===== config.mk =====
export PLATFORM = sky130hd
export DESIGN_NAME = ecr_merge
export DESIGN_NICKNAME = d
export VERILOG_FILES = /design/src/sv/ecr_pkg.sv /design/src/sv/ecr_merge.sv
export SDC_FILE = /design/constraint.sdc
export NUM_CORES = 1
export LEC_CHECK = 0
export ABC_AREA = 0
export BUFFER_PORTS_ARGS = -buffer_cell sky130_fd_sc_hd__buf_2
export CAP_MARGIN = 20
export CORE_MARGIN = 2
export CORE_UTILIZATION = 30
export DETAILED_ROUTE_END_ITERATION = 10
export GPL_TIMING_DRIVEN = 1
export SLEW_MARGIN = 10
export SYNTH_ARGS = -nofsm -noshare
export SYNTH_HDL_FRONTEND = slang
export SYNTH_SLANG_ARGS = --single-unit
export TNS_END_PERCENT = 30

===== constraint.sdc =====
create_clock -name clk -period 1.44 [get_ports clk]
set_input_delay 0.216 -clock clk [delete_from_list [all_inputs] [get_ports clk]]
set_output_delay 0.216 -clock clk [all_outputs]
set_load 0.02 [all_outputs]

===== src/sv/ecr_pkg.sv =====
// ----------------------------------------------------------------------------
// ecr_pkg: echo ranger shared definitions
// Item types, widths, reset constants and lane control struct.
// ----------------------------------------------------------------------------
package ecr_pkg;

	localparam int CHANNELS_DEF  = 4;
	localparam int TIME_BITS_DEF = 32;

	localparam int OUT_CH      = 4;
	localparam int LEVEL_W     = 4;
	localparam int STAMP_W     = 32;
	localparam int DIST_W      = 34;
	localparam int SPEED_W     = 10;
	localparam int MASK_W      = 4;

	localparam logic [SPEED_W-1:0] SPEED_RESET = 10'd687;

	// floor(x / 5) = (x * DIV5_RECIP) >> DIV5_SHIFT for x < 2^30
	localparam int              RECIP_W    = 29;
	localparam int              DIV5_SHIFT = 31;
	localparam logic [RECIP_W-1:0] DIV5_RECIP = 29'h1999999A;

	typedef struct packed {
		logic [LEVEL_W-1:0] echo_levels;
		logic [STAMP_W-1:0] timestamp;
	} sample_t;

	typedef struct packed {
		logic [DIST_W-1:0] distance_ch0;
		logic [DIST_W-1:0] distance_ch1;
		logic [DIST_W-1:0] distance_ch2;
		logic [DIST_W-1:0] distance_ch3;
		logic [MASK_W-1:0] updated_mask;
	} result_t;

	typedef struct packed {
		logic acc;
		logic en2;
		logic en3;
	} lane_ctl_t;

endpackage


===== src/sv/ecr_merge.sv =====
// ----------------------------------------------------------------------------
// ecr_merge: held distances and result register
// Takes lane results into the held set and forms the output item.
// ----------------------------------------------------------------------------
module ecr_merge import ecr_pkg::*; #(
	parameter int CHANNELS = CHANNELS_DEF
) (
	input  logic                             clk,
	input  logic                             arst_n,
	input  logic                             load,
	input  logic [CHANNELS-1:0]              fall,
	input  logic [CHANNELS-1:0][DIST_W-1:0]  lane_dist,
	output result_t                          result
);

	logic [CHANNELS-1:0][DIST_W-1:0] held_q;
	logic [CHANNELS-1:0]             mask_q;
	logic [OUT_CH-1:0][DIST_W-1:0]   dist_out;
	logic [OUT_CH-1:0]               mask_out;

	always_ff @(posedge clk or negedge arst_n) begin
		if (!arst_n) begin
			held_q <= '0;
			mask_q <= '0;
		end else if (load) begin
			mask_q <= fall;
			for (int i = 0; i < CHANNELS; i++) begin
				if (fall[i]) begin
					held_q[i] <= lane_dist[i];
				end
			end
		end
	end

	for (genvar i = 0; i < OUT_CH; i++) begin : g_out
		if (i < CHANNELS) begin : g_on
			assign dist_out[i] = held_q[i];
			assign mask_out[i] = mask_q[i];
		end else begin : g_off
			assign dist_out[i] = '0;
			assign mask_out[i] = 1'b0;
		end
	end

	assign result.distance_ch0 = dist_out[0];
	assign result.distance_ch1 = dist_out[1];
	assign result.distance_ch2 = dist_out[2];
	assign result.distance_ch3 = dist_out[3];
	assign result.updated_mask = mask_out;

endmodule


== Word-level counts from Yosys, hierarchy flattened ==
Cells that the tools add are included.
Word-level totals
  input bits: 143
  logic and storage cells: 9
  register bits: 140
  output and inout bits: 140
Cells by class
  reduce and logical (&&, ||, !) cells: 4
Operator list (count)
  2-bit AND reduction: 4

== Longest topological paths before layout ==
Gate-level depths: netlist of the first run.
  depth in word-level cells: 1
  gate-level depth with buffers: 4
  mapped depth without buffers: 2

== Worst setup path after synthesis of the first run ==
Ideal clock, no wire load.
  kind: in2reg
  start point: input port load
  end point: register held_q (netlist bit result[106])
  path buffers: 2
  stages: 4
  data required time: 1.315 ns
  arrival time: 0.923 ns
  setup slack: 0.392 ns
  setup time: 0.125 ns
  path through: buf_6 nand2_8 buf_12 mux2_4
On the way
  cells in the longest elaborated chain, start to end: 1
RTL lines
  start, declared: line ecr_merge.sv:10  | input logic load,
  2-bit AND reduction (no line)
  end signal, assigned by index: line ecr_merge.sv:29  | held_q[i] <= lane_dist[i];
  end, declared: line ecr_merge.sv:16  | logic [CHANNELS-1:0][DIST_W-1:0] held_q;
Every way passes these cells.
A chain may end at the register's enable or synchronous reset.

== Worst setup path in the final report of the first run ==
  start point: register held_q (netlist bit result[35])
  end point: output port result[35] in the netlist's numbering
RTL lines
  end, declared: line ecr_merge.sv:13  | output result_t result
No word-level cell between the ends.

==> impl_results.md, run 1 <==
- Status: finished, final reports clean
- WL/cell: ~16 um
- Critical path cell sequence: buf_2
- CTS tree: built
- Num Clock Sinks: 140
- Grt met2 use: approximately a fifth
- Avg Vias per Cell: 4.30
- Crit path max-delay family: flip-flops
- Post-DP HPWL: between 9000 and 10000 um
- Post-synthesis register bit count: 140
- Num rows: 50
- Synth warn: 0
- Share of cells above drive strength 1: 74.9%
- Max Cap Viol: 0
- Largest stage delay, worst path: around 400 ps
- Layout area overhead: 39.2%
- Design area: ~8000 um2
- Pin count of the biggest net entering global routing: 40
- DR iter-0 viols: 78
- I/O Pins: between 200 and 300
- Worst Path Required: about 1200 ps
- WHS Endpoint: result[40]
- PwrDens: about 1500 nW/um2
- Switching part of the total power: between 20 and 30%
- Final setup violation count: 0
- Number of global-route vias before repair: 3872
- Design Power: around 0.012 W
- Die height: 143 um
- Worst-Margin Slew: 415 ps
- WS Path Type: flop to primary output
- Clk pwr share: between 30% and 40%
- Synth Instances: between 300 and 400
- Tot GR Track Use: between 10 and 15%
- Hold crit path type: input port to flop
- Synthesized area per cell: roughly 19 um2
- Worst min-delay path startpoint: lane_dist[70]
- Root Buffer: clkbuf_16
- Total CTS buffers: 17
- Relative slew slack: between 70% and 80%
- Overflow after GRT: 0
- P_int: between 0.008 and 0.009 W
- Net Count, Synth: roughly 440
- Cells on worst reg2reg path: 1
- Slew Limit Fails: 0
- Combinational group share of total power: between 20 and 25%
- Distinct cells, synth: 8
- Placeable Area: about 19000 um2
- Routed WL: roughly 13000 um
- Fillcell total: between 1500 and 2000
- Met3 Usage GRT: between 5 and 6%
- Sequential fraction of the synthesis area: just over 60%
- Placed inst area: 7370 um2
- Area of the multi-input gates: just over 2000 um2
- Antenna viol nets, final: 0
- Period utilisation layout: 83.4%
- Hold path cells: 2
- # nets final: between 700 and 800
- PostCTS Resize Cnt: 0
- Slowest-stage cell, CP: dfrtp_1
- RD Place Congestion: just over 0.7
- Worst path bufs/invs: 1
- Gr busiest metal: met2
- Switching power: around 0.0034 W
- CTS max path bufs: 2
- Clk pin slew, worst setup/hold paths: around 60 ps
- Starting Density: approximately 31%
- Final Hold Fails: 0
- H-tree Lvls: 4
- Die Width: around 140 um
- Most common cell after layout, fill and taps aside: buf_2
- Clk Latency, worst-skew pair: approximately 400 ps
- Final min period: between 1000 and 1500 ps
- Crit start category: flop
- RSZ-0062 raised after global routing: no
- Die ar.: ~20000 um2
- Post-Syn Area: 5760 um2
- First-pass GRT wire length: 20200 um
- Reg2Reg Setup Slack: approximately 660 ps
- DRC violations left: 0
- CP max FO: 2
- Crit path DAT: slightly below 1000 ps
- GRT met1 Usage: 15.2%
- Flop pwr share: roughly two fifths
- TritonRoute pass-1 iters: 4
- Most frequent cells in the layout: 281 x buf_2, 140 x dfrtp_1, 116 x mux2_4
- Port buffer count: 282
- Register area: ~3500 um2
- Peak Freq: 833 MHz
- Clk_skew: 0 ps
- P_leak: about 4.3 nW
- VDD IR max: 0.753 mV
- RR Endpoint: result[35]
- CP Capture Type: primary output
- Reg2reg start: result[35]
- Initial antenna violation count: 0
- Vias: ~3600
Yosys cell counts:
cell | instances | share of area [%]
buf_12 | 3 | 1.0
mux2_2 | 20 | 3.9
dfrtp_1 | 140 | 61
inv_1 | 4 | 0.26
buf_6 | 10 | 2.0
o21ai_0 | 4 | 0.35
mux2_4 | 116 | 30
nand2_8 | 4 | 1.4
layer usage:
layer / share of wire [%] / vias up
met2: 49 / 183
met4: 2.1 / 0
met5: 0 / -
li1: - / 1648
met3: 7.3 / 17
met1: 41 / 1788
registers in the layout (all words and copies together) (netlist names):
register,flops
mask_out,4
result,136
worst max path at each step:
stage | startpoint | endpoint | slack [ps] | depth (start not counted)
floorplan | load | result[106] | 390 | 4
global placement | load | result[54] | 10 | 3
detailed placement | load | result[47] | -30 | 3
CTS | result[35] | result[35] | 200 | 1
global route | result[45] | result[45] | 200 | 1
finish | result[35] | result[35] | 240 | 1
per-stage QoR:
step / std cells / hold WS (ps) / utilization [%] / setup TNS [ps] / setup slack [ps]
final: 845 / 33.4 / 42.7 / 0 / 239
after floorplan: 301 / -79.6 / - / 0 / 392
after detailed placement: 810 / 131 / 39.2 / -857 / -29.7
after CTS: 843 / 2.83 / 42.6 / 0 / 202
after global routing: 844 / 1.87 / 42.7 / 0 / 196
after global placement: 810 / 131 / 39.2 / 0 / 13.8
cells by family after synthesis:
family	synth area share, %
compound gates	0.348
buf+inv	3.26
flops	60.8
mux	34.2
simple gates	1.39
power by group through the flow:
stage / combinational, W / sequential (W) / clock [W]
after global routing: 0.00285 / 0.00491 / 0.00496
after global placement: 0.00269 / 0.00488 / 0
final: 0.00270 / 0.00484 / 0.00464
after detailed placement: 0.00273 / 0.00489 / 0
after floorplan: 0.000982 / 0.00560 / 0
after CTS: 0.00273 / 0.00484 / 0.00479
area by class of cell:
type / instances / area share, %
clock buffers: 20 / 5.45
well taps: 234 / 3.65
flip-flops and latches: 140 / 43.7
diodes: 1 / 0.0312
multi-input cells: 144 / 25.8
repair buffers: 290 / 18.8
inverters: 4 / 0.187
clock inverters: 12 / 2.34
what timing repair did:
action,4_1_cts,5_1_grt
setup buffers,0,0
endpoints found under the setup margin,0,0
hold endpoints to repair,24,1
hold buffers,1,1
Note: power is estimated with default switching activity, not from simulation.
==> run 2: changes to the inputs <==
- ABC_AREA: 0 -> 1
- clock period: 1.44 -> 1 ns (I/O delays scaled with it)
==> run 2 against run 1 <==
The flow now finishes with violations (setup timing). Sequential share of layout area down 9.4 points. Die area down 3.3%. Critical path depth stayed put. Sequential cell count is the same. Via count increased by 62%. Final cell count rose by 54%. Largest power group is now clock.
==> impl_results.md, run 2 <==
- Status: complete, but fails checks
- Failing checks: setup timing
- WS Path Type: flop to primary output
- WL/cell: 14.8 um
- PwrDens: between 1500 and 2000 nW/um2
- Post-Route Setup TNS: -13260 ps
- Post-Syn Area: around 5600 um2
- Largest stage delay, worst path: ~380 ps
- Worst Slack Setup Final: -114 ps
- Largest cells by area after synthesis: dfrtp_1 63%, nand2_1 18%, nand3_1 12%, buf_2 2.6%, buf_6 2.2%
- Num rows: 49
- Port buffer count: 282
- VDD IR max: between 1 and 1.5 mV
- Sequential fraction of the synthesis area: between 60% and 70%
- Die height: approximately 140 um
- Final Hold Fails: 0
- Fillcell total: 1545
- Final min period: 1110 ps
- Crit start category: flop
- Post-DP HPWL: 12000 um
- Synthesized area per cell: 9.21 um2
- Highest routed layer: met4
- Tot GR Track Use: 19.2%
- Relative slew slack: between 70% and 80%
- Overflow after GRT: 0
- Layout area overhead: 83.2%
- Final setup violation count: 140
- CTS tree: built
- Slowest-stage cell, CP: dfrtp_1
- Vias: approximately 6000
- DR iter-0 viols: roughly 240
- Avg Vias per Cell: 4.52
- Crit path DAT: roughly 960 ps
- Max Cap Viol: 0
- CP Depth: 1
- Starting Density: 30.8%
- Cell with the most instances after synthesis: nand2_1
- RSZ-0062 raised after global routing: yes
- CTS max path bufs: 2
- Clk Latency, worst-skew pair: ~410 ps
- Worst-Margin Slew: around 340 ps
- Pin count of the biggest net entering global routing: 30
- Ant. Diodes: 0
- Initial antenna violation count: 0
- Distinct cells, synth: 9
- I/O Pins: ~280
- Post-synthesis register bit count: 140
- Post-Route M1 WL: approximately 8000 um
- Commonest cells post-synth: 272 x nand2_1, 140 x dfrtp_1, 136 x nand3_1
- Slew Limit Fails: 0
- Dominant synthesized flop cell: dfrtp_1
- Routed WL: 19300 um
- Most common cell after layout, fill and taps aside: nand2_1
- # nets final: between 1000 and 1500
- Cells on worst reg2reg path: 3
- Synth top area share: 63.0%
- Worst path bufs/invs: 1
- Placeable Area: approximately 18000 um2
- Design Power: ~0.018 W
- Synth Instances: about 600
- Clk pin slew, worst setup/hold paths: 60 ps
- RD Place Congestion: approximately 0.78
- Antenna viol nets, final: 0
- Num Clock Sinks: 140
- Critical path cell sequence: buf_2
- Met3 Wirelength: between 1000 and 1500 um
- Total CTS buffers: 17
- Clk_skew: 0 ps
- EDFF count, synth: 0
- Synth warn: 0
- Worst Path Required: between 800 and 900 ps
- Die ar.: about 20000 um2
- CP Capture Type: primary output
- Period utilisation layout: 111%
- Number of global-route vias before repair: 5993
- Peak Freq: 898 MHz
- Synth async-reset ratio: 100%
- Die Width: 140 um
- TritonRoute pass-1 iters: 4
- CP max FO: 2
- Net Count, Synth: between 700 and 800
- Hold path cells: 3
- P_leak: around 5.5 nW
- First-pass GRT wire length: approximately 30000 um
- DRC violations left: 0
- Share of cells above drive strength 1: 35.4%
- Max FFs per register: around 140
- Most frequent cells in the layout: 272 x nand2_1, 187 x buf_2, 140 x dfrtp_1
- Reg2Reg Setup Slack: ~240 ps
- Met2 routed WL: between 9000 and 10000 um
- Synth area leader: dfrtp_1
- Hold crit path type: input port to flop
- Root Buffer: clkbuf_16
- Crit path max-delay family: flip-flops
- H-tree Lvls: 4
-- run 2: changes by cell type after synthesis, moves of 4 or more --
cell,before,now
nand2_8,4,0
nand2_1,0,272
buf_4,0,4
mux2_4,116,0
nand3_1,0,136
buf_2,0,29
mux2_2,20,0
nand2_2,0,4
-- run 2: layout make-up --
class	instances	area, um2	area share (%)
Timing Repair Buffer	481	3960	38.9
Sequential cell	140	3500	34.4
Multi-Input combinational cell	416	1750	17.1
Clock buffer	23	498	4.89
Tap cell	229	287	2.81
Clock inverter	9	181	1.78
Inverter	4	15.0	0.147
-- run 2: metrics by stage --
stage / hold slack [ps] / cells / utilization, % / setup slack, ps / cell area, um2
2_1_floorplan: -146 / 604 / - / 202 / 5560
3_3_place_gp: 58.2 / 1106 / 40.7 / 79.8 / 7360
3_5_place_dp: 58.7 / 1106 / 40.7 / 64.5 / 7360
4_1_cts: 7.65 / 1287 / 54.4 / -141 / 9840
5_1_grt: 23.9 / 1302 / 56.4 / -164 / 10200
6_report: 24.3 / 1302 / 56.4 / -114 / 10200
-- run 2: kinds of logic after synthesis --
| family | share of synthesized area [%] |
|---|---|
| AND/OR/NAND/NOR | 31.0 |
| buffers and inverters | 5.64 |
| AO/OA/AOI/OAI | 0.360 |
| flip-flops | 63.0 |
-- run 2: timing repair --
action	CTS	global route
pin swaps	0	0
setup endpoints to repair	140	140
setup buffers	13	15
hold endpoints to repair	275	0
resized for setup	108	79
hold buffers	136	0
-- run 2: path summary, 6_finish.rpt --
path | startpoint | end
min in group asynchronous | arst_n | result[122]
max in group asynchronous | arst_n | result[22]
worst min-delay path | lane_dist[61] | result[99]
worst min register to register | result[96] | result[96]
worst max register to register | result[36] | result[36]
worst max-delay path | result[98] | result[98]
-- run 2: worst min-delay path, delay by kind of cell --
kind | cells | cell delay [ps]
AND/OR/NAND/NOR | 2 | 150
buffers and inverters | 1 | 100
-- run 2: per-layer routing --
| metal | up-vias | track usage [%] |
|---|---|---|
| met5 | - | 0 |
| met4 | 0 | 7.44 |
| met3 | 33 | 5.09 |
| met2 | 220 | 33.0 |
| met1 | 2780 | 23.2 |
| li1 | 2848 | - |
-- run 2: where the power goes --
part	switching (W)	leakage (nW)	internal, W
registers	0.000480	1.73	0.00637
clock network	0.00242	0.334	0.00477
logic	0.00226	3.44	0.00219
