$ cat src/sv/ecr_pkg.sv
// ----------------------------------------------------------------------------
// ecr_pkg: echo ranger shared definitions
// Item types, widths, reset constants and lane control struct.
// ----------------------------------------------------------------------------
package ecr_pkg;

	localparam int CHANNELS_DEF  = 4;
	localparam int TIME_BITS_DEF = 32;

	localparam int OUT_CH      = 4;
	localparam int LEVEL_W     = 4;
	localparam int STAMP_W     = 32;
	localparam int DIST_W      = 34;
	localparam int SPEED_W     = 10;
	localparam int MASK_W      = 4;

	localparam logic [SPEED_W-1:0] SPEED_RESET = 10'd687;

	// floor(x / 5) = (x * DIV5_RECIP) >> DIV5_SHIFT for x < 2^30
	localparam int              RECIP_W    = 29;
	localparam int              DIV5_SHIFT = 31;
	localparam logic [RECIP_W-1:0] DIV5_RECIP = 29'h1999999A;

	typedef struct packed {
		logic [LEVEL_W-1:0] echo_levels;
		logic [STAMP_W-1:0] timestamp;
	} sample_t;

	typedef struct packed {
		logic [DIST_W-1:0] distance_ch0;
		logic [DIST_W-1:0] distance_ch1;
		logic [DIST_W-1:0] distance_ch2;
		logic [DIST_W-1:0] distance_ch3;
		logic [MASK_W-1:0] updated_mask;
	} result_t;

	typedef struct packed {
		logic acc;
		logic en2;
		logic en3;
	} lane_ctl_t;

endpackage

$ cat src/sv/ecr_lane.sv
// ----------------------------------------------------------------------------
// ecr_lane: one echo channel
// Edge detection, rise stamp, elapsed ticks, divide by 40, speed scaling.
// ----------------------------------------------------------------------------
module ecr_lane import ecr_pkg::*; #(
	parameter int TIME_BITS = TIME_BITS_DEF
) (
	input  logic                 clk,
	input  logic                 arst_n,
	input  lane_ctl_t            ctl,
	input  logic                 level,
	input  logic [TIME_BITS-1:0] stamp,
	input  logic [SPEED_W-1:0]   speed,
	output logic                 fall_s3,
	output logic [DIST_W-1:0]    dist_s3
);

	localparam int QW  = TIME_BITS - 3;
	localparam int PW  = QW + RECIP_W;
	localparam int US_W = TIME_BITS - 5;
	localparam int MW  = US_W + SPEED_W;

	logic                 prev_q;
	logic [TIME_BITS-1:0] rise_q;
	logic [TIME_BITS-1:0] ticks_s1;
	logic                 fall_s1;
	logic [US_W-1:0]      us_s2;
	logic                 fall_s2;
	logic [MW-1:0]        prod_s3;
	logic [PW-1:0]        div_prod;
	logic [MW-1:0]        mul_prod;

	always_ff @(posedge clk or negedge arst_n) begin
		if (!arst_n) begin
			prev_q <= 1'b0;
			rise_q <= '0;
		end else if (ctl.acc) begin
			prev_q <= level;
			if (level && !prev_q) begin
				rise_q <= stamp;
			end
		end
	end

	always_ff @(posedge clk) begin
		if (ctl.acc) begin
			ticks_s1 <= stamp - rise_q;
			fall_s1  <= prev_q && !level;
		end
	end

	// ticks / 40 = (ticks >> 3) / 5
	assign div_prod = PW'(ticks_s1[TIME_BITS-1:3]) * PW'(DIV5_RECIP);

	always_ff @(posedge clk) begin
		if (ctl.en2) begin
			us_s2   <= div_prod[DIV5_SHIFT +: US_W];
			fall_s2 <= fall_s1;
		end
	end

	assign mul_prod = MW'(us_s2) * MW'(speed);

	always_ff @(posedge clk) begin
		if (ctl.en3) begin
			prod_s3 <= mul_prod;
			fall_s3 <= fall_s2;
		end
	end

	assign dist_s3 = DIST_W'(prod_s3 >> 3);

endmodule

$ cat config.mk
export PLATFORM = sky130hd
export DESIGN_NAME = ecr_lane
export DESIGN_NICKNAME = d
export VERILOG_FILES = /design/src/sv/ecr_pkg.sv /design/src/sv/ecr_lane.sv
export SDC_FILE = /design/constraint.sdc
export NUM_CORES = 2
export LEC_CHECK = 0
export BUFFER_PORTS_ARGS = -buffer_cell sky130_fd_sc_hd__buf_2
export CORE_MARGIN = 1.5
export CORE_UTILIZATION = 60
export DETAILED_ROUTE_END_ITERATION = 10
export PLACE_DENSITY_LB_ADDON = 0.25
export RECOVER_POWER = 25
export SLEW_MARGIN = 20
export SYNTH_ARGS = -nofsm -noshare
export SYNTH_HDL_FRONTEND = slang
export SYNTH_SLANG_ARGS = --single-unit
$ cat constraint.sdc
create_clock -name clk -period 8.33 [get_ports clk]
set_input_delay 1.2495 -clock clk [delete_from_list [all_inputs] [get_ports clk]]
set_output_delay 1.2495 -clock clk [all_outputs]
set_load 0.05 [all_outputs]
==> Word-level counts from Yosys, hierarchy flattened <==
Cells that the tools add are included.
{ "word_totals": {"register_bits": 132, "latch_bits": 0, "ram_bits": 0, "rom_bits": 0, "output_inout_bits": 35, "wordCells": 16, "memories": 0} }
{ "classes": {"n_addsub": 1, "multipliers": 2, "n_div": 0, "n_lt_le_gt_ge": 0, "n_eq_ne": 0, "shift": 0, "mux": 0, "n_bitwise": 0, "n_reduce_logical": 5} }
{ "op_table": {"columns": ["cell", "count"], "rows": [
  ["$mul A29 B28 Y57 const B", 1],
  ["$mul A27 B10 Y37", 1],
  ["$sub A32 B32 Y32", 1],
  ["$logic_and A1 B1 Y1", 2],
  ["$logic_not A1 Y1", 2],
  ["$reduce_and A2 Y1", 1]
]} }

==> Depth between registers and ports, before layout <==
{ "logic_depth": {"ltp_word": 3, "depth_mapped": 26, "depth_no_buf": 25} }

==> Worst setup path before layout <==
OpenSTA, ideal clock, no wires.
{ "synth_timing": {"path_type": "input-to-reg", "from": "input port speed[2]", "to": "register prod_s3[32], data pin", "setup_ns": 0.263, "arrival_time_ns": 6.498, "path_slack_ns": 1.569, "path_stages": 21, "path_buffers": 2, "path_cell_list": "clkbuf_1 clkbuf_1 nand2_1 fa_1 inv_1 fa_1 fa_1 inv_1 fa_1 inv_1 fa_1 ha_1 a211oi_1 nor2_1 o31a_1 o311ai_2 a211oi_2 o21bai_2 a21oi_2 o211a_1 a2111o_1"} }
{ "synth_between": {"elab_chain_cells": 1} }
{ "synth_rtl": {"columns": ["item", "line", "source"], "rows": [
  ["from (decl)", "ecr_lane.sv:13", "input logic [SPEED_W-1:0] speed,"],
  ["$mul A27 B10 Y37", "ecr_lane.sv:62", "assign mul_prod = MW'(us_s2) * MW'(speed);"],
  ["net mul_prod[32]", "ecr_lane.sv:31", "logic [MW-1:0] mul_prod;"],
  ["to (signal assigned)", "ecr_lane.sv:66", "prod_s3 <= mul_prod;"],
  ["to (decl)", "ecr_lane.sv:29", "logic [MW-1:0] prod_s3;"]
]} }
The timed path passes the listed nets, and every way through them passes these cells.
A chain may end at the register's enable or synchronous reset.

==> Final worst setup path <==
{ "layout_timing": {"from": "register ticks_s1[16]", "to": "register us_s2[20], data pin"} }
{ "layout_between": {"elab_chain_cells": 1} }
{ "layout_rtl": {"columns": ["item", "line", "source"], "rows": [
  ["from (decl)", "ecr_lane.sv:25", "logic [TIME_BITS-1:0] ticks_s1;"],
  ["from (signal assigned)", "ecr_lane.sv:47", "ticks_s1 <= stamp - rise_q;"],
  ["$mul A29 B28 Y57", "ecr_lane.sv:53", "assign div_prod = PW'(ticks_s1[TIME_BITS-1:3]) * PW'(DIV5_RECIP);"],
  ["net div_prod[51]", "ecr_lane.sv:30", "logic [PW-1:0] div_prod;"],
  ["to (signal assigned)", "ecr_lane.sv:57", "us_s2 <= div_prod[DIV5_SHIFT +: US_W];"],
  ["to (decl)", "ecr_lane.sv:27", "logic [US_W-1:0] us_s2;"]
]} }
The timed path passes the listed nets, and every way through them passes these cells.

==> metrics.txt <==
# TYPE chip_impl_metric gauge
chip_impl_metric{name="worst_skew_pair.late_latency",unit="ns"} 0.50
chip_impl_metric{name="final_nets",unit=""} 3737
chip_impl_metric{name="holdBufCountCts",unit=""} 0
chip_impl_metric{name="per_cell_routed_wire_length",unit="microns"} 19.4
chip_impl_metric{name="cts_setup_buffers",unit=""} 0
chip_impl_metric{name="design.portCount",unit=""} 83
chip_impl_metric{name="critical_path_arrival",unit="ns"} 7.64
chip_impl_metric{name="cts_max_level",unit=""} 4
chip_impl_metric{name="dr.first_iter.drc_count",unit=""} 1024
chip_impl_info{name="hold_path.class",value="register to register"} 1
chip_impl_metric{name="route.vias.total",unit=""} 18800
chip_impl_info{name="critPathCaptureType",value="register"} 1
chip_impl_metric{name="synth-seq-cells",unit=""} 126
chip_impl_metric{name="max-clock-path-buffers",unit=""} 2
chip_impl_metric{name="timing.critical_path.required",unit="ns"} 8.62
chip_impl_metric{name="synth.lib_cells_used.distinct",unit=""} 73
chip_impl_metric{name="groute.usage.overall",unit="%"} 29.7
chip_impl_metric{name="antenna-diode-count",unit=""} 0
chip_impl_info{name="timing.rr.end",value="us_s2[20]$_DFFE_PP_"} 1
chip_impl_info{name="synth.area.top_cells",value="sky130_fd_sc_hd__fa_1 37%, sky130_fd_sc_hd__ha_1 18%, sky130_fd_sc_hd__inv_1 11%"} 1
chip_impl_info{name="min-delay-start",value="fall_s2$_DFFE_PP_"} 1
chip_impl_metric{name="syn_avg_cell_area",unit="sq um"} 9.96
chip_impl_info{name="postSynth.topFlopCell",value="sky130_fd_sc_hd__edfxtp_1"} 1
chip_impl_info{name="most_frequent_standard_cell_in_the_layout_excluding_fill_and_tap_cells",value="sky130_fd_sc_hd__inv_1"} 1
chip_impl_metric{name="numPortBuffers",unit=""} 82
chip_impl_metric{name="report.final.setup_viol",unit=""} 0
chip_impl_info{name="r2r_start",value="ticks_s1[16]$_DFFE_PP_"} 1
chip_impl_metric{name="finalCritPeriodShare",unit="%"} 88.2
chip_impl_metric{name="cts_inserted_buffers",unit=""} 17
chip_impl_metric{name="timing.final.crit_period",unit="ns"} 7.34
chip_impl_info{name="violations",value="capacitance limit, slew limit"} 1
chip_impl_metric{name="reg2reg_slack",unit="ns"} 0.99
chip_impl_metric{name="first_global_vias",unit=""} 20500
chip_impl_info{name="critical_path.startpoint_type",value="register"} 1
chip_impl_metric{name="totalWireLength",unit="microns"} 66100
chip_impl_metric{name="total_negative_setup_slack",unit="ns"} 0
chip_impl_metric{name="initial_antenna_violation_count",unit=""} 1
chip_impl_info{name="unrepaired_setup_endpoints_after_global_routing",value="false"} 1
chip_impl_metric{name="number_of_cell_rows",unit=""} 78
chip_impl_metric{name="synth_enable_flop_cells",unit=""} 93
chip_impl_metric{name="grt.overflow.total",unit=""} 0
chip_impl_metric{name="gp_routability_congestion",unit=""} 1.03
chip_impl_metric{name="die-width",unit="microns"} 216
chip_impl_metric{name="max_clock_freq",unit="GHz"} 0.136
chip_impl_metric{name="finish.utilization",unit="%"} 64.0
chip_impl_metric{name="depth_of_the_worst_hold_timing_path",unit=""} 0
chip_impl_info{name="commonest_cells_after_routing_fill_and_taps_aside",value="768 x sky130_fd_sc_hd__inv_1, 508 x sky130_fd_sc_hd__fa_1, 387 x sky130_fd_sc_hd__ha_1"} 1
chip_impl_metric{name="netlist_area",unit="sq um"} 27300
chip_impl_metric{name="postRouteAntennaNets",unit=""} 0
chip_impl_metric{name="maxCapViolations",unit=""} 3
chip_impl_metric{name="grt_max_degree",unit=""} 36
chip_impl_metric{name="synth_warnings",unit=""} 0
chip_impl_metric{name="synth_largest_type_area_fraction",unit="%"} 37.2
chip_impl_info{name="crit_type",value="register to register"} 1
chip_impl_metric{name="r2r.worst_path.cells",unit=""} 20
chip_impl_metric{name="synth_fp_nets",unit=""} 3687
chip_impl_metric{name="hpwlAfterDp",unit="microns"} 56500
chip_impl_metric{name="core_area",unit="sq um"} 45200
chip_impl_metric{name="grt_first_pass_wirelength",unit="microns"} 106000
chip_impl_metric{name="drc",unit=""} 0
chip_impl_metric{name="design.die.area",unit="sq um"} 46900
chip_impl_metric{name="hold_violations",unit=""} 0
chip_impl_metric{name="area_growth",unit="%"} 5.70
chip_impl_metric{name="synth_async_reset_ratio",unit="%"} 26.2
chip_impl_metric{name="ctsResizeCount",unit=""} 0
chip_impl_metric{name="dr.pass1.iters",unit=""} 5
chip_impl_info{name="min_to",value="fall_s3$_DFFE_PP_"} 1
chip_impl_metric{name="clock-skew-final",unit="ns"} 0.0133
chip_impl_metric{name="cp_max_fo",unit=""} 6
chip_impl_metric{name="post_drt_via_cell_ratio",unit=""} 5.52
chip_impl_metric{name="dieHeight",unit="microns"} 216
chip_impl_metric{name="synthesis.instances",unit=""} 2744
chip_impl_info{name="post-synth-top-area-cell",value="sky130_fd_sc_hd__fa_1"} 1
chip_impl_metric{name="clock_sinks",unit=""} 126
chip_impl_metric{name="initial_core_util",unit="%"} 60.5
chip_impl_info{name="cts.root.buffer_cell",value="sky130_fd_sc_hd__clkbuf_16"} 1
chip_impl_info{name="run_status",value="complete, but fails checks"} 1
chip_impl_info{name="tritoncts",value="yes"} 1
chip_impl_metric{name="maxSlewHeadroom",unit="%"} -16.8
chip_impl_metric{name="cts.clk_slew.worst_paths",unit="ns"} 0.07
chip_impl_metric{name="post_route_cells_drive_above_1_share",unit="%"} 6.48
chip_impl_metric{name="slew_violations",unit=""} 96
chip_impl_metric{name="max_slew.worst_pin.slew",unit="ns"} 1.75
chip_impl_metric{name="seq_area_frac_synth",unit="%"} 13.2
sequential cells by signal, indices dropped and copies added, names as in the netlist:
name	count
prod_s3	34
rise_q	32
ticks_s1	29
us_s2	27
fall_s1	1
fall_s2	1
fall_s3	1
prev_q	1
logic make-up after synthesis:
group                    after synthesis  share of synthesized area (%)
adder cells (fa/ha/maj)              895                           54.9
XOR/XNOR                              97                           3.11
AND/OR/NAND/NOR                      473                           8.43
AO/OA/AOI/OAI                        293                           7.58
flip-flops                           126                           13.2
buffers and inverters                827                           11.4
multiplexers                          33                           1.36
worst max-delay path, stage by stage (launching register included):
cell,delay [ns]
sky130_fd_sc_hd__edfxtp_1,0.56
sky130_fd_sc_hd__ha_1,0.51
sky130_fd_sc_hd__inv_1,0.15
sky130_fd_sc_hd__fa_1,0.54
sky130_fd_sc_hd__inv_1,0.07
sky130_fd_sc_hd__fa_1,0.54
sky130_fd_sc_hd__fa_1,0.45
sky130_fd_sc_hd__fa_1,0.51
sky130_fd_sc_hd__fa_1,0.49
sky130_fd_sc_hd__inv_1,0.05
sky130_fd_sc_hd__fa_1,0.60
sky130_fd_sc_hd__inv_1,0.07
sky130_fd_sc_hd__ha_1,0.36
sky130_fd_sc_hd__nand4_1,0.19
sky130_fd_sc_hd__or4_1,0.57
sky130_fd_sc_hd__a21oi_2,0.23
sky130_fd_sc_hd__a211oi_2,0.11
sky130_fd_sc_hd__o21ai_4,0.28
sky130_fd_sc_hd__a311oi_2,0.26
sky130_fd_sc_hd__o31ai_2,0.29
sky130_fd_sc_hd__xor2_1,0.29
area by class of cell:
cell class	count	area [sq um]
multi-input cells	1791	20600
fillers	3626	16300
flip-flops and latches	126	3620
inverters	768	2880
well taps	600	751
repair buffers	90	463
clock buffers	19	454
clock inverters	13	116
per-layer routing:
layer	up-vias	track usage (%)	wire, microns
met5	-	0	13
met4	2	13.2	2700
met3	166	5.25	3800
met2	621	51.1	33100
met1	9454	36.8	26400
li1	8559	-	-
synthesized netlist by cell type (4+ instances only):
master	count
sky130_fd_sc_hd__and4_1	4
sky130_fd_sc_hd__and3_1	11
sky130_fd_sc_hd__dfrtp_1	33
sky130_fd_sc_hd__xnor2_1	52
sky130_fd_sc_hd__o21bai_1	19
sky130_fd_sc_hd__inv_1	768
sky130_fd_sc_hd__nor2_1	57
sky130_fd_sc_hd__a211oi_2	4
sky130_fd_sc_hd__o21ai_0	35
sky130_fd_sc_hd__a21oi_1	85
sky130_fd_sc_hd__nor3_1	11
sky130_fd_sc_hd__edfxtp_1	93
sky130_fd_sc_hd__buf_2	4
sky130_fd_sc_hd__a211oi_1	7
sky130_fd_sc_hd__and2_1	126
sky130_fd_sc_hd__mux2_2	33
sky130_fd_sc_hd__nand2_1	198
sky130_fd_sc_hd__a31oi_1	6
sky130_fd_sc_hd__nand3_1	20
sky130_fd_sc_hd__nand4_1	13
sky130_fd_sc_hd__buf_1	6
sky130_fd_sc_hd__a21o_1	63
sky130_fd_sc_hd__ha_1	387
sky130_fd_sc_hd__nor2b_1	5
sky130_fd_sc_hd__clkbuf_1	49
sky130_fd_sc_hd__fa_1	508
sky130_fd_sc_hd__nand2b_1	10
sky130_fd_sc_hd__o31ai_1	5
sky130_fd_sc_hd__xor2_1	45
sky130_fd_sc_hd__o21a_1	13
sky130_fd_sc_hd__or2_2	6
metrics by stage:
stage	instances	cell area, sq um	hold WS [ns]	worst slack [ns]
2_1_floorplan	2744	27300	0.400	1.57
3_3_place_gp	3375	28300	0.439	1.08
3_5_place_dp	3375	28300	0.453	1.02
4_1_cts	3407	28900	0.461	1.08
5_1_grt	3407	28900	0.479	0.756
6_report	3407	28900	0.456	0.986
worst max-delay path by stage:
stage / start / to / cells after the start
6_report: ticks_s1[16]$_DFFE_PP_ / us_s2[20]$_DFFE_PP_ / 20
2_1_floorplan: speed[2] / prod_s3[32]$_DFFE_PP_ / 21
5_1_grt: ticks_s1[15]$_DFFE_PP_ / us_s2[20]$_DFFE_PP_ / 20
3_5_place_dp: speed[4] / prod_s3[36]$_DFFE_PP_ / 21
3_3_place_gp: speed[4] / prod_s3[36]$_DFFE_PP_ / 21
4_1_cts: ticks_s1[15]$_DFFE_PP_ / us_s2[20]$_DFFE_PP_ / 20
Power is not shown: default switching activity piles up to over one toggle a cycle in this logic, so the estimate is an artifact.
